===== src/aosd_pkg.sv =====
// constants and codes for the orientation and double-shake detector
// no dependencies; used by the channel interfaces and the top level
package aosd_pkg;

    // item modes
    localparam logic [1:0] MODE_SAMPLE = 2'd0;
    localparam logic [1:0] MODE_ACK    = 2'd1;
    localparam logic [1:0] MODE_CLEAR  = 2'd2;

    // face encoding
    localparam logic [2:0] FACE_UNKNOWN = 3'd0;
    localparam logic [2:0] FACE_UP      = 3'd1;
    localparam logic [2:0] FACE_DOWN    = 3'd2;
    localparam logic [2:0] FACE_RIGHT   = 3'd3;
    localparam logic [2:0] FACE_LEFT    = 3'd4;
    localparam logic [2:0] FACE_TOP     = 3'd5;
    localparam logic [2:0] FACE_BOTTOM  = 3'd6;

    // configuration register indexes
    localparam int CFG_IDX_W = 3;
    localparam logic [CFG_IDX_W-1:0] CFG_FACE_THRESHOLD    = 3'd0;
    localparam logic [CFG_IDX_W-1:0] CFG_STABLE_TIME_MS    = 3'd1;
    localparam logic [CFG_IDX_W-1:0] CFG_SHAKE_HIGH_SQ     = 3'd2;
    localparam logic [CFG_IDX_W-1:0] CFG_SHAKE_LOW_SQ      = 3'd3;
    localparam logic [CFG_IDX_W-1:0] CFG_PEAK_MIN_GAP_MS   = 3'd4;
    localparam logic [CFG_IDX_W-1:0] CFG_PEAK_MAX_GAP_MS   = 3'd5;
    localparam logic [CFG_IDX_W-1:0] CFG_NUDGE_COOLDOWN_MS = 3'd6;

    localparam int CFG_DATA_W = 32;

    // configuration reset values
    localparam logic [14:0] RST_FACE_THRESHOLD    = 15'd2949;
    localparam logic [15:0] RST_STABLE_TIME_MS    = 16'd500;
    localparam logic [31:0] RST_SHAKE_HIGH_SQ     = 32'd49633716;
    localparam logic [31:0] RST_SHAKE_LOW_SQ      = 32'd1315334;
    localparam logic [15:0] RST_PEAK_MIN_GAP_MS   = 16'd160;
    localparam logic [15:0] RST_PEAK_MAX_GAP_MS   = 16'd900;
    localparam logic [15:0] RST_NUDGE_COOLDOWN_MS = 16'd1500;

endpackage


===== src/aosd_if.sv =====
// channel interfaces of the orientation and double-shake detector
// depends on aosd_pkg for the configuration port widths

interface aosd_sample_if;
    logic               valid;
    logic               ready;
    logic [1:0]         mode;
    logic [31:0]        timestamp_ms;
    logic signed [15:0] accel_x;
    logic signed [15:0] accel_y;
    logic signed [15:0] accel_z;
    logic               in_foreground;
    logic               gesture_enable;

    modport source (output valid, mode, timestamp_ms, accel_x, accel_y, accel_z,
                    in_foreground, gesture_enable, input ready);
    modport sink   (input valid, mode, timestamp_ms, accel_x, accel_y, accel_z,
                    in_foreground, gesture_enable, output ready);
endinterface

interface aosd_result_if;
    logic       valid;
    logic       ready;
    logic [2:0] detected_face;
    logic [2:0] stable_face;
    logic       stable_changed;
    logic       candidate_changed;
    logic       nudge_requested;
    logic       nudge_pending;

    modport source (output valid, detected_face, stable_face, stable_changed,
                    candidate_changed, nudge_requested, nudge_pending, input ready);
    modport sink   (input valid, detected_face, stable_face, stable_changed,
                    candidate_changed, nudge_requested, nudge_pending, output ready);
endinterface

interface aosd_cfg_if;
    logic                               valid;
    logic                               ready;
    logic [aosd_pkg::CFG_IDX_W-1:0]     index;
    logic [aosd_pkg::CFG_DATA_W-1:0]    data;

    modport source (output valid, index, data, input ready);
    modport sink   (input valid, index, data, output ready);
endinterface


===== src/accel_orientation_shake_detector_unit.sv =====
// accepted samples pass the stage and result registers, one per cycle unless
// the result side stalls; the stage register feeds the state update
// and result register, so each item sees the state left by the one before it
// reset (rst_n low, asynchronous): pipeline empty, state cleared, config at defaults
// configuration writes are always accepted and take effect on the next cycle
// depends on aosd_pkg and the channel interfaces in aosd_if.sv
module accel_orientation_shake_detector_unit (
    input  logic         clk,
    input  logic         rst_n,
    aosd_sample_if.sink  sample,
    aosd_result_if.source result,
    aosd_cfg_if.sink     cfg
);
    import aosd_pkg::*;

    // configuration registers
    logic [14:0] face_threshold_reg;
    logic [15:0] stable_time_ms_reg;
    logic [31:0] shake_high_sq_reg;
    logic [31:0] shake_low_sq_reg;
    logic [15:0] peak_min_gap_ms_reg;
    logic [15:0] peak_max_gap_ms_reg;
    logic [15:0] nudge_cooldown_ms_reg;

    // detector state
    logic [2:0]  candidate_face_reg,  candidate_face_next;
    logic [31:0] candidate_since_reg, candidate_since_next;
    logic [2:0]  stable_face_reg,     stable_face_next;
    logic        peak_count_reg,      peak_count_next;
    logic [31:0] last_peak_time_reg,  last_peak_time_next;
    logic        pending_reg,         pending_next;
    logic [31:0] cooldown_until_reg,  cooldown_until_next;

    // input stage register: raw fields plus the per-axis squares
    logic               stage_valid_reg;
    logic [1:0]         mode_reg;
    logic [31:0]        ts_reg;
    logic signed [15:0] ax_reg;
    logic signed [15:0] ay_reg;
    logic signed [15:0] az_reg;
    logic               fg_reg;
    logic               gest_reg;
    logic [30:0]        sqx_reg;
    logic [30:0]        sqy_reg;
    logic [30:0]        sqz_reg;

    // result register
    logic       out_valid_reg;
    logic [2:0] out_detected_reg,  out_detected_next;
    logic       out_st_chg_reg,    out_st_chg_next;
    logic       out_cand_chg_reg,  out_cand_chg_next;
    logic       out_requested_reg, out_requested_next;

    logic advance;
    logic stage_fire;
    logic sample_take;

    // squares of the incoming axes, computed ahead of the stage register
    logic signed [31:0] sq_x_in;
    logic signed [31:0] sq_y_in;
    logic signed [31:0] sq_z_in;

    // ---------------------------------------------------------------
    // handshake: result register empties or drains, stage moves forward
    // ---------------------------------------------------------------
    assign advance     = !out_valid_reg || result.ready;
    assign stage_fire  = stage_valid_reg && advance;
    assign sample.ready = !stage_valid_reg || advance;
    assign sample_take = sample.valid && sample.ready;
    assign cfg.ready   = 1'b1;

    assign sq_x_in = sample.accel_x * sample.accel_x;
    assign sq_y_in = sample.accel_y * sample.accel_y;
    assign sq_z_in = sample.accel_z * sample.accel_z;

    // ---------------------------------------------------------------
    // configuration write transactions
    // ---------------------------------------------------------------
    always_ff @(posedge clk or negedge rst_n)
    begin
        if (!rst_n)
        begin
            face_threshold_reg    <= RST_FACE_THRESHOLD;
            stable_time_ms_reg    <= RST_STABLE_TIME_MS;
            shake_high_sq_reg     <= RST_SHAKE_HIGH_SQ;
            shake_low_sq_reg      <= RST_SHAKE_LOW_SQ;
            peak_min_gap_ms_reg   <= RST_PEAK_MIN_GAP_MS;
            peak_max_gap_ms_reg   <= RST_PEAK_MAX_GAP_MS;
            nudge_cooldown_ms_reg <= RST_NUDGE_COOLDOWN_MS;
        end
        else if (cfg.valid && cfg.ready)
        begin
            unique case (cfg.index)
                CFG_FACE_THRESHOLD:    face_threshold_reg    <= cfg.data[14:0];
                CFG_STABLE_TIME_MS:    stable_time_ms_reg    <= cfg.data[15:0];
                CFG_SHAKE_HIGH_SQ:     shake_high_sq_reg     <= cfg.data;
                CFG_SHAKE_LOW_SQ:      shake_low_sq_reg      <= cfg.data;
                CFG_PEAK_MIN_GAP_MS:   peak_min_gap_ms_reg   <= cfg.data[15:0];
                CFG_PEAK_MAX_GAP_MS:   peak_max_gap_ms_reg   <= cfg.data[15:0];
                CFG_NUDGE_COOLDOWN_MS: nudge_cooldown_ms_reg <= cfg.data[15:0];
                default: ; // unused index, write dropped
            endcase
        end
    end

    // ---------------------------------------------------------------
    // input stage register
    // ---------------------------------------------------------------
    always_ff @(posedge clk or negedge rst_n)
    begin
        if (!rst_n)
        begin
            stage_valid_reg <= 1'b0;
        end
        else if (sample.ready)
        begin
            stage_valid_reg <= sample.valid;
        end
    end

    // payload needs no reset
    always_ff @(posedge clk)
    begin
        if (sample_take)
        begin
            mode_reg <= sample.mode;
            ts_reg   <= sample.timestamp_ms;
            ax_reg   <= sample.accel_x;
            ay_reg   <= sample.accel_y;
            az_reg   <= sample.accel_z;
            fg_reg   <= sample.in_foreground;
            gest_reg <= sample.gesture_enable;
            // a square of a 16-bit value is at most 2^30
            sqx_reg  <= sq_x_in[30:0];
            sqy_reg  <= sq_y_in[30:0];
            sqz_reg  <= sq_z_in[30:0];
        end
    end

    // ---------------------------------------------------------------
    // single-pass evaluation of the item in the stage register
    // ---------------------------------------------------------------
    logic        is_sample;
    logic        shake_check;
    logic [31:0] mag_sq;
    logic        peak;
    logic [31:0] gap;
    logic        peak_hit;
    logic        second_peak;
    logic [31:0] cool_diff;
    logic        cooldown_over;
    logic [15:0] abs_x, abs_y, abs_z;
    logic [15:0] abs_max;
    logic [2:0]  face;
    logic [31:0] held_for;

    always_comb
    begin
        // magnitudes; -32768 maps to 32768, which still fits 16 unsigned bits
        abs_x = ax_reg[15] ? 16'(-ax_reg) : 16'(ax_reg);
        abs_y = ay_reg[15] ? 16'(-ay_reg) : 16'(ay_reg);
        abs_z = az_reg[15] ? 16'(-az_reg) : 16'(az_reg);

        abs_max = abs_x;
        if (abs_y > abs_max)
        begin
            abs_max = abs_y;
        end
        if (abs_z > abs_max)
        begin
            abs_max = abs_z;
        end

        // z wins ties, then x over y; a non-negative axis is the positive face
        priority if (abs_max < {1'b0, face_threshold_reg})
        begin
            face = FACE_UNKNOWN;
        end
        else if (abs_z >= abs_x && abs_z >= abs_y)
        begin
            face = az_reg[15] ? FACE_DOWN : FACE_UP;
        end
        else if (abs_x >= abs_y)
        begin
            face = ax_reg[15] ? FACE_LEFT : FACE_RIGHT;
        end
        else
        begin
            face = ay_reg[15] ? FACE_BOTTOM : FACE_TOP;
        end
    end

    always_comb
    begin
        is_sample   = (mode_reg == MODE_SAMPLE) && fg_reg;
        shake_check = is_sample && gest_reg && !pending_reg;

        // squared magnitude Q8.24, at most 3 * 2^30 so no overflow
        mag_sq = {1'b0, sqx_reg} + {1'b0, sqy_reg} + {1'b0, sqz_reg};
        peak   = (mag_sq >= shake_high_sq_reg) || (mag_sq <= shake_low_sq_reg);

        // time differences wrap modulo 2^32
        gap      = ts_reg - last_peak_time_reg;
        peak_hit = shake_check && peak && (gap >= {16'd0, peak_min_gap_ms_reg});
        second_peak = peak_count_reg && (gap <= {16'd0, peak_max_gap_ms_reg});

        // cooldown still running while the signed distance is negative
        cool_diff     = ts_reg - cooldown_until_reg;
        cooldown_over = !cool_diff[31];

        held_for = ts_reg - candidate_since_reg;

        candidate_face_next  = candidate_face_reg;
        candidate_since_next = candidate_since_reg;
        stable_face_next     = stable_face_reg;
        peak_count_next      = peak_count_reg;
        last_peak_time_next  = last_peak_time_reg;
        pending_next         = pending_reg;
        cooldown_until_next  = cooldown_until_reg;

        out_detected_next  = FACE_UNKNOWN;
        out_st_chg_next    = 1'b0;
        out_cand_chg_next  = 1'b0;
        out_requested_next = 1'b0;

        if (is_sample)
        begin
            // double-shake tracking
            if (peak_hit)
            begin
                last_peak_time_next = ts_reg;
                if (second_peak)
                begin
                    peak_count_next = 1'b0;
                    if (cooldown_over)
                    begin
                        pending_next        = 1'b1;
                        cooldown_until_next = ts_reg + {16'd0, nudge_cooldown_ms_reg};
                        out_requested_next  = 1'b1;
                    end
                end
                else
                begin
                    peak_count_next = 1'b1;
                end
            end

            // orientation tracking
            out_detected_next = face;
            if (face != candidate_face_reg)
            begin
                candidate_face_next  = face;
                candidate_since_next = ts_reg;
                out_cand_chg_next    = 1'b1;
            end
            else if (face != FACE_UNKNOWN &&
                     held_for >= {16'd0, stable_time_ms_reg} &&
                     stable_face_reg != face)
            begin
                stable_face_next = face;
                out_st_chg_next  = 1'b1;
            end
        end
        else if (mode_reg == MODE_ACK)
        begin
            // acknowledge clears the flag; harmless when nothing is pending
            pending_next = 1'b0;
        end
        else if (mode_reg == MODE_CLEAR)
        begin
            peak_count_next = 1'b0;
        end
        // unused mode and background samples leave the state alone
    end

    // ---------------------------------------------------------------
    // state update, one item per stage transaction
    // ---------------------------------------------------------------
    always_ff @(posedge clk or negedge rst_n)
    begin
        if (!rst_n)
        begin
            candidate_face_reg  <= FACE_UNKNOWN;
            candidate_since_reg <= 32'd0;
            stable_face_reg     <= FACE_UNKNOWN;
            peak_count_reg      <= 1'b0;
            last_peak_time_reg  <= 32'd0;
            pending_reg         <= 1'b0;
            cooldown_until_reg  <= 32'd0;
        end
        else if (stage_fire)
        begin
            candidate_face_reg  <= candidate_face_next;
            candidate_since_reg <= candidate_since_next;
            stable_face_reg     <= stable_face_next;
            peak_count_reg      <= peak_count_next;
            last_peak_time_reg  <= last_peak_time_next;
            pending_reg         <= pending_next;
            cooldown_until_reg  <= cooldown_until_next;
        end
    end

    // ---------------------------------------------------------------
    // result register
    // ---------------------------------------------------------------
    always_ff @(posedge clk or negedge rst_n)
    begin
        if (!rst_n)
        begin
            out_valid_reg <= 1'b0;
        end
        else if (advance)
        begin
            out_valid_reg <= stage_valid_reg;
        end
    end

    always_ff @(posedge clk)
    begin
        if (stage_fire)
        begin
            out_detected_reg  <= out_detected_next;
            out_st_chg_reg    <= out_st_chg_next;
            out_cand_chg_reg  <= out_cand_chg_next;
            out_requested_reg <= out_requested_next;
        end
    end

    // stable face and pending flag are the state left by the last item,
    // which is exactly the item held in the result register
    assign result.valid             = out_valid_reg;
    assign result.detected_face     = out_detected_reg;
    assign result.stable_face       = stable_face_reg;
    assign result.stable_changed    = out_st_chg_reg;
    assign result.candidate_changed = out_cand_chg_reg;
    assign result.nudge_requested   = out_requested_reg;
    assign result.nudge_pending     = pending_reg;

endmodule


===== src/flat_wrapper.sv =====
// flat-port wrapper written by rule: the top's interface ports become plain ports
module accel_orientation_shake_detector_unit_flat import aosd_pkg::*;
  (clk, rst_n, sample_valid, sample_mode, sample_timestamp_ms, sample_accel_x, sample_accel_y, sample_accel_z, sample_in_foreground, sample_gesture_enable, sample_ready, result_valid, result_detected_face, result_stable_face, result_stable_changed, result_candidate_changed, result_nudge_requested, result_nudge_pending, result_ready, cfg_valid, cfg_index, cfg_data, cfg_ready);
  aosd_sample_if sample_i ();
  aosd_result_if result_i ();
  aosd_cfg_if cfg_i ();
  input  logic clk;
  input  logic rst_n;
  input wire logic [$bits(sample_i.valid)-1:0] sample_valid;
  input wire logic [$bits(sample_i.mode)-1:0] sample_mode;
  input wire logic [$bits(sample_i.timestamp_ms)-1:0] sample_timestamp_ms;
  input wire logic [$bits(sample_i.accel_x)-1:0] sample_accel_x;
  input wire logic [$bits(sample_i.accel_y)-1:0] sample_accel_y;
  input wire logic [$bits(sample_i.accel_z)-1:0] sample_accel_z;
  input wire logic [$bits(sample_i.in_foreground)-1:0] sample_in_foreground;
  input wire logic [$bits(sample_i.gesture_enable)-1:0] sample_gesture_enable;
  output wire logic [$bits(sample_i.ready)-1:0] sample_ready;
  output wire logic [$bits(result_i.valid)-1:0] result_valid;
  output wire logic [$bits(result_i.detected_face)-1:0] result_detected_face;
  output wire logic [$bits(result_i.stable_face)-1:0] result_stable_face;
  output wire logic [$bits(result_i.stable_changed)-1:0] result_stable_changed;
  output wire logic [$bits(result_i.candidate_changed)-1:0] result_candidate_changed;
  output wire logic [$bits(result_i.nudge_requested)-1:0] result_nudge_requested;
  output wire logic [$bits(result_i.nudge_pending)-1:0] result_nudge_pending;
  input wire logic [$bits(result_i.ready)-1:0] result_ready;
  input wire logic [$bits(cfg_i.valid)-1:0] cfg_valid;
  input wire logic [$bits(cfg_i.index)-1:0] cfg_index;
  input wire logic [$bits(cfg_i.data)-1:0] cfg_data;
  output wire logic [$bits(cfg_i.ready)-1:0] cfg_ready;
  assign sample_i.valid = sample_valid;
  assign sample_i.mode = sample_mode;
  assign sample_i.timestamp_ms = sample_timestamp_ms;
  assign sample_i.accel_x = sample_accel_x;
  assign sample_i.accel_y = sample_accel_y;
  assign sample_i.accel_z = sample_accel_z;
  assign sample_i.in_foreground = sample_in_foreground;
  assign sample_i.gesture_enable = sample_gesture_enable;
  assign sample_ready = sample_i.ready;
  assign result_valid = result_i.valid;
  assign result_detected_face = result_i.detected_face;
  assign result_stable_face = result_i.stable_face;
  assign result_stable_changed = result_i.stable_changed;
  assign result_candidate_changed = result_i.candidate_changed;
  assign result_nudge_requested = result_i.nudge_requested;
  assign result_nudge_pending = result_i.nudge_pending;
  assign result_i.ready = result_ready;
  assign cfg_i.valid = cfg_valid;
  assign cfg_i.index = cfg_index;
  assign cfg_i.data = cfg_data;
  assign cfg_ready = cfg_i.ready;
  accel_orientation_shake_detector_unit u_core (.clk(clk), .rst_n(rst_n), .sample(sample_i), .result(result_i), .cfg(cfg_i));
endmodule

===== config.mk =====
export PLATFORM = sky130hd
export DESIGN_NAME = accel_orientation_shake_detector_unit_flat
export DESIGN_NICKNAME = d
export VERILOG_FILES = /design/src/aosd_pkg.sv /design/src/aosd_if.sv /design/src/accel_orientation_shake_detector_unit.sv /design/src/flat_wrapper.sv
export SDC_FILE = /design/constraint.sdc
export NUM_CORES = 2
export LEC_CHECK = 0
export ABC_AREA = 0
export BUFFER_PORTS_ARGS = -buffer_cell sky130_fd_sc_hd__buf_2
export CAP_MARGIN = 20
export CORE_UTILIZATION = 45
export DETAILED_ROUTE_END_ITERATION = 7
export SLEW_MARGIN = 20
export SYNTH_ARGS = -nofsm -noshare
export SYNTH_HDL_FRONTEND = slang
export SYNTH_SLANG_ARGS = --single-unit

===== constraint.sdc =====
create_clock -name clk -period 9.1 [get_ports clk]
set_input_delay 1.365 -clock clk [delete_from_list [all_inputs] [get_ports clk]]
set_output_delay 1.365 -clock clk [all_outputs]
set_load 0.005 [all_outputs]

==> run summary <==
CELLS AND AREA
------------------------------------------------------------------------------------
Post-layout net count                                                           7100
Reg area                                                                 11600 sq um
Most common library cell in the layout ignoring fill and taps                  inv_1
Share of layout cells above drive strength 1                                   8.61%
Area delta synth->final                                                        8.34%
Number of filler instances in the final layout                                 11300
Most frequent cells in the layout                                       inv_1, fa_1, ha_1
Footprint of the multi-input gates                                       37700 sq um

ROUTE
------------------------------------------------------------------------------------
Initial drt markers                                                             1857
Number of nets with antenna violations after detailed routing                      0
Routed wire per std cell                                                18.1 microns
Total wire length after detailed routing                                132000 microns
Number of design rule violations left after detail routing                         2
Number of optimization iterations in the first detailed-route pass                 7
Total number of vias                                                           38200
Avg Vias per Cell                                                               5.21

LOGIC SYNTHESIS
------------------------------------------------------------------------------------
Count of unique library cells instantiated by Yosys                               91
Most area-consuming cells after synthesis                               fa_1, ha_1, edfxtp_1
Sequential share of the synthesized area                                       21.4%
Cells after synthesis                                                           5581
Share of flip-flops with an asynchronous set or reset after synthesis          58.5%
Netlist area before placement                                            54300 sq um
Warnings, synthesis                                                                0
Count of flip-flops with a built-in enable after synthesis                       177
Predominant post-synthesis flop cell                                         dfrtp_1
Most area-hungry cell type in the Yosys netlist                                 fa_1
Avg Synthesized Cell Area                                                 9.73 sq um
Post-synth top area share                                                      27.0%
Register bit count reported by yosys                                             426

STA
------------------------------------------------------------------------------------
Final critical delay including setup and external delays                     8.63 ns
Accumulated negative setup slack                                                0 ns
Max frequency                                                                116 MHz
Number of setup violations in the final report                                     0
Worst Skew                                                                 0.0469 ns
Remaining max-slew budget at the tightest pin                                  29.3%
Setup WS post-layout                                                        0.468 ns
Final period utilization                                                       94.9%
Final hold violation count                                                         0
Worst slew pin tran                                                          1.05 ns
Final number of max-transition violations                                          0

CRITICAL PATH
------------------------------------------------------------------------------------
Most frequent CP cell                                                         a21o_1
Category of the worst setup path capture point                             flip-flop
Nature of the critical path startpoint                                     flip-flop
Signal arrival time at the worst endpoint                                    9.11 ns
Required time of the critical path                                           9.58 ns
Maximum cell stage delay along the critical path                             0.53 ns
Worst setup path class                                                  flip-flop to flip-flop
Worst path slowest cell                                                        or4_1
Largest fanout on the critical path                                               28

GLOBAL ROUTING
------------------------------------------------------------------------------------
First-pass GRT wire length                                              213000 microns
Initial antenna violation count                                                    4
Overall global routing resource usage                                          22.2%
GRT overflow                                                                       0
Via count of the first global-routing pass                                     40000
Largest net degree at the start of global routing                                151

PLACED DESIGN
------------------------------------------------------------------------------------
HPWL after detailed placement                                           107000 microns
RD Place Congestion                                                            0.886
Worst setup slack before clock tree synthesis                               0.167 ns
Port Buffer Count                                                                135

FLOORPLAN
------------------------------------------------------------------------------------
Overall die width                                                        349 microns
I/O pin count                                                                    137
Core box area                                                           120000 sq um
Total number of placement rows                                                   127
Floorplan die height                                                     349 microns
Area enclosed by the die boundary                                       122000 sq um
Starting utilization of the core area                                          45.3%

MIN PATH
------------------------------------------------------------------------------------
Min-Delay Path Class                                                    flip-flop to flip-flop

CLOCK NETWORK
------------------------------------------------------------------------------------
Clock buffers created by TritonCTS                                                51
Clock Tree Buf Depth                                                               3
# H-tree levels                                                                    2
Worst skew pair latency                                                      0.64 ns
Clock Pin Slew Worst Setup and Hold Paths                                    0.06 ns
Number of clock sinks                                                            426
Buffer cell driving the clock tree root                                    clkbuf_16
TritonCTS clock tree                                                            done

STATUS
------------------------------------------------------------------------------------
Violations in the final reports                                                  DRC
Status                                                                  finished with violations

FLOW RUN
------------------------------------------------------------------------------------
# Max-Cap Violations                                                               0

-- critical path, delay by kind of cell (launching register included) --
| family | cells | cell delay, ns |
|---|---|---|
| AOI/OAI and AO/OA | 18 | 3.52 |
| and+or+nand+nor | 8 | 2.18 |
| adders and majority gates | 4 | 1.10 |
| buffers and inverters | 3 | 0.60 |
| DFF | 1 | 0.43 |
| muxes | 1 | 0.35 |
| xor gates and xnor gates | 1 | 0.32 |
-- kinds of logic (layout without fill, tap and decap cells) --
kind of cell,after synthesis,in the layout,synth area share [%]
compound gates,828,828,9.80
mux,178,178,3.79
flops,426,426,21.4
other cells,2,5,0.0138
buf+inv,1334,1464,9.28
xor+xnor,236,236,3.82
fa+ha+maj,1306,1306,40.2
simple gates,1271,1271,11.7
-- cell usage after synthesis (8+ instances only) --
library cell / instances
a2111oi_0: 14
o21ai_0: 245
nand2b_1: 70
o211ai_1: 16
a21o_1: 100
a31oi_1: 18
nor4b_1: 8
clkbuf_1: 126
nor3_1: 61
mux2i_1: 34
inv_1: 1197
ha_1: 574
o21a_1: 34
o31ai_1: 31
nand3_1: 80
a211o_1: 12
xor2_1: 73
nor2b_1: 42
fa_1: 732
o2111ai_1: 8
edfxtp_1: 177
mux2_2: 116
a211oi_1: 32
and2_1: 151
xnor2_1: 162
nand4_1: 42
or2_2: 13
a21oi_1: 185
dfstp_2: 46
and3_1: 35
nor3b_1: 24
o21bai_1: 21
or3_1: 31
or4_1: 15
a221oi_1: 13
a311oi_1: 10
nor4_1: 8
mux2_4: 25
nor2_1: 221
and4_1: 12
dfrtp_1: 203
a21boi_0: 12
nand2_1: 432
-- stage by stage --
stage | std cells | utilization [%] | area (sq um) | hold slack [ns]
6_report | 7326 | 49.1 | 58800 | 0.487
5_1_grt | 7326 | 49.1 | 58800 | 0.515
4_1_cts | 7320 | 49.0 | 58700 | 0.489
3_5_place_dp | 7224 | 47.4 | 56800 | 0.475
3_3_place_gp | 7224 | 47.4 | 56800 | 0.469
2_1_floorplan | 5583 | - | 54300 | 0.457
-- final timing paths --
| path | start | to | slack (ns) | cells after the start |
|---|---|---|---|---|
| setup / recovery | u_core.sqy_reg[0] | u_core.candidate_since_reg[31] | 0.47 | 35 |
| hold / removal | u_core.cooldown_until_reg[26] | u_core.cooldown_until_reg[26] | 0.49 | 1 |
| setup reg to reg | u_core.sqy_reg[0] | u_core.candidate_since_reg[31] | 0.47 | 35 |
| hold reg to reg | u_core.cooldown_until_reg[26] | u_core.cooldown_until_reg[26] | 0.49 | 1 |
| max in group asynchronous | rst_n | u_core.stage_valid_reg | 6.96 | 2 |
| min in group asynchronous | rst_n | u_core.nudge_cooldown_ms_reg[1] | 0.76 | 1 |
-- final cells by class --
class / count / area share, %
Antenna cell: 1 / 0.00426
Clock buffer: 61 / 2.36
Clock inverter: 35 / 0.930
Inverter: 1201 / 7.67
Multi-Input combinational cell: 3823 / 64.2
Sequential cell: 426 / 19.7
Tap cell: 1612 / 3.43
Timing Repair Buffer: 167 / 1.72
-- what timing repair did --
item,in CTS,in global routing
buffers inserted,0,2
endpoints found under the setup margin,0,35
hold buffers,0,0
resized for setup,0,7
-- routing by layer --
metal / vias to the layer above / share of wire, % / track usage [%]
met5: - / 0.035 / 0
met1: 19100 / 42 / 27.3
li1: 18300 / - / -
met4: 6 / 3.3 / 6.90
met3: 182 / 2.9 / 1.88
met2: 608 / 52 / 40.8
Power is left out: the tool's default activity adds up to more than one toggle a clock period on the data nets, which glitch-free logic cannot reach.
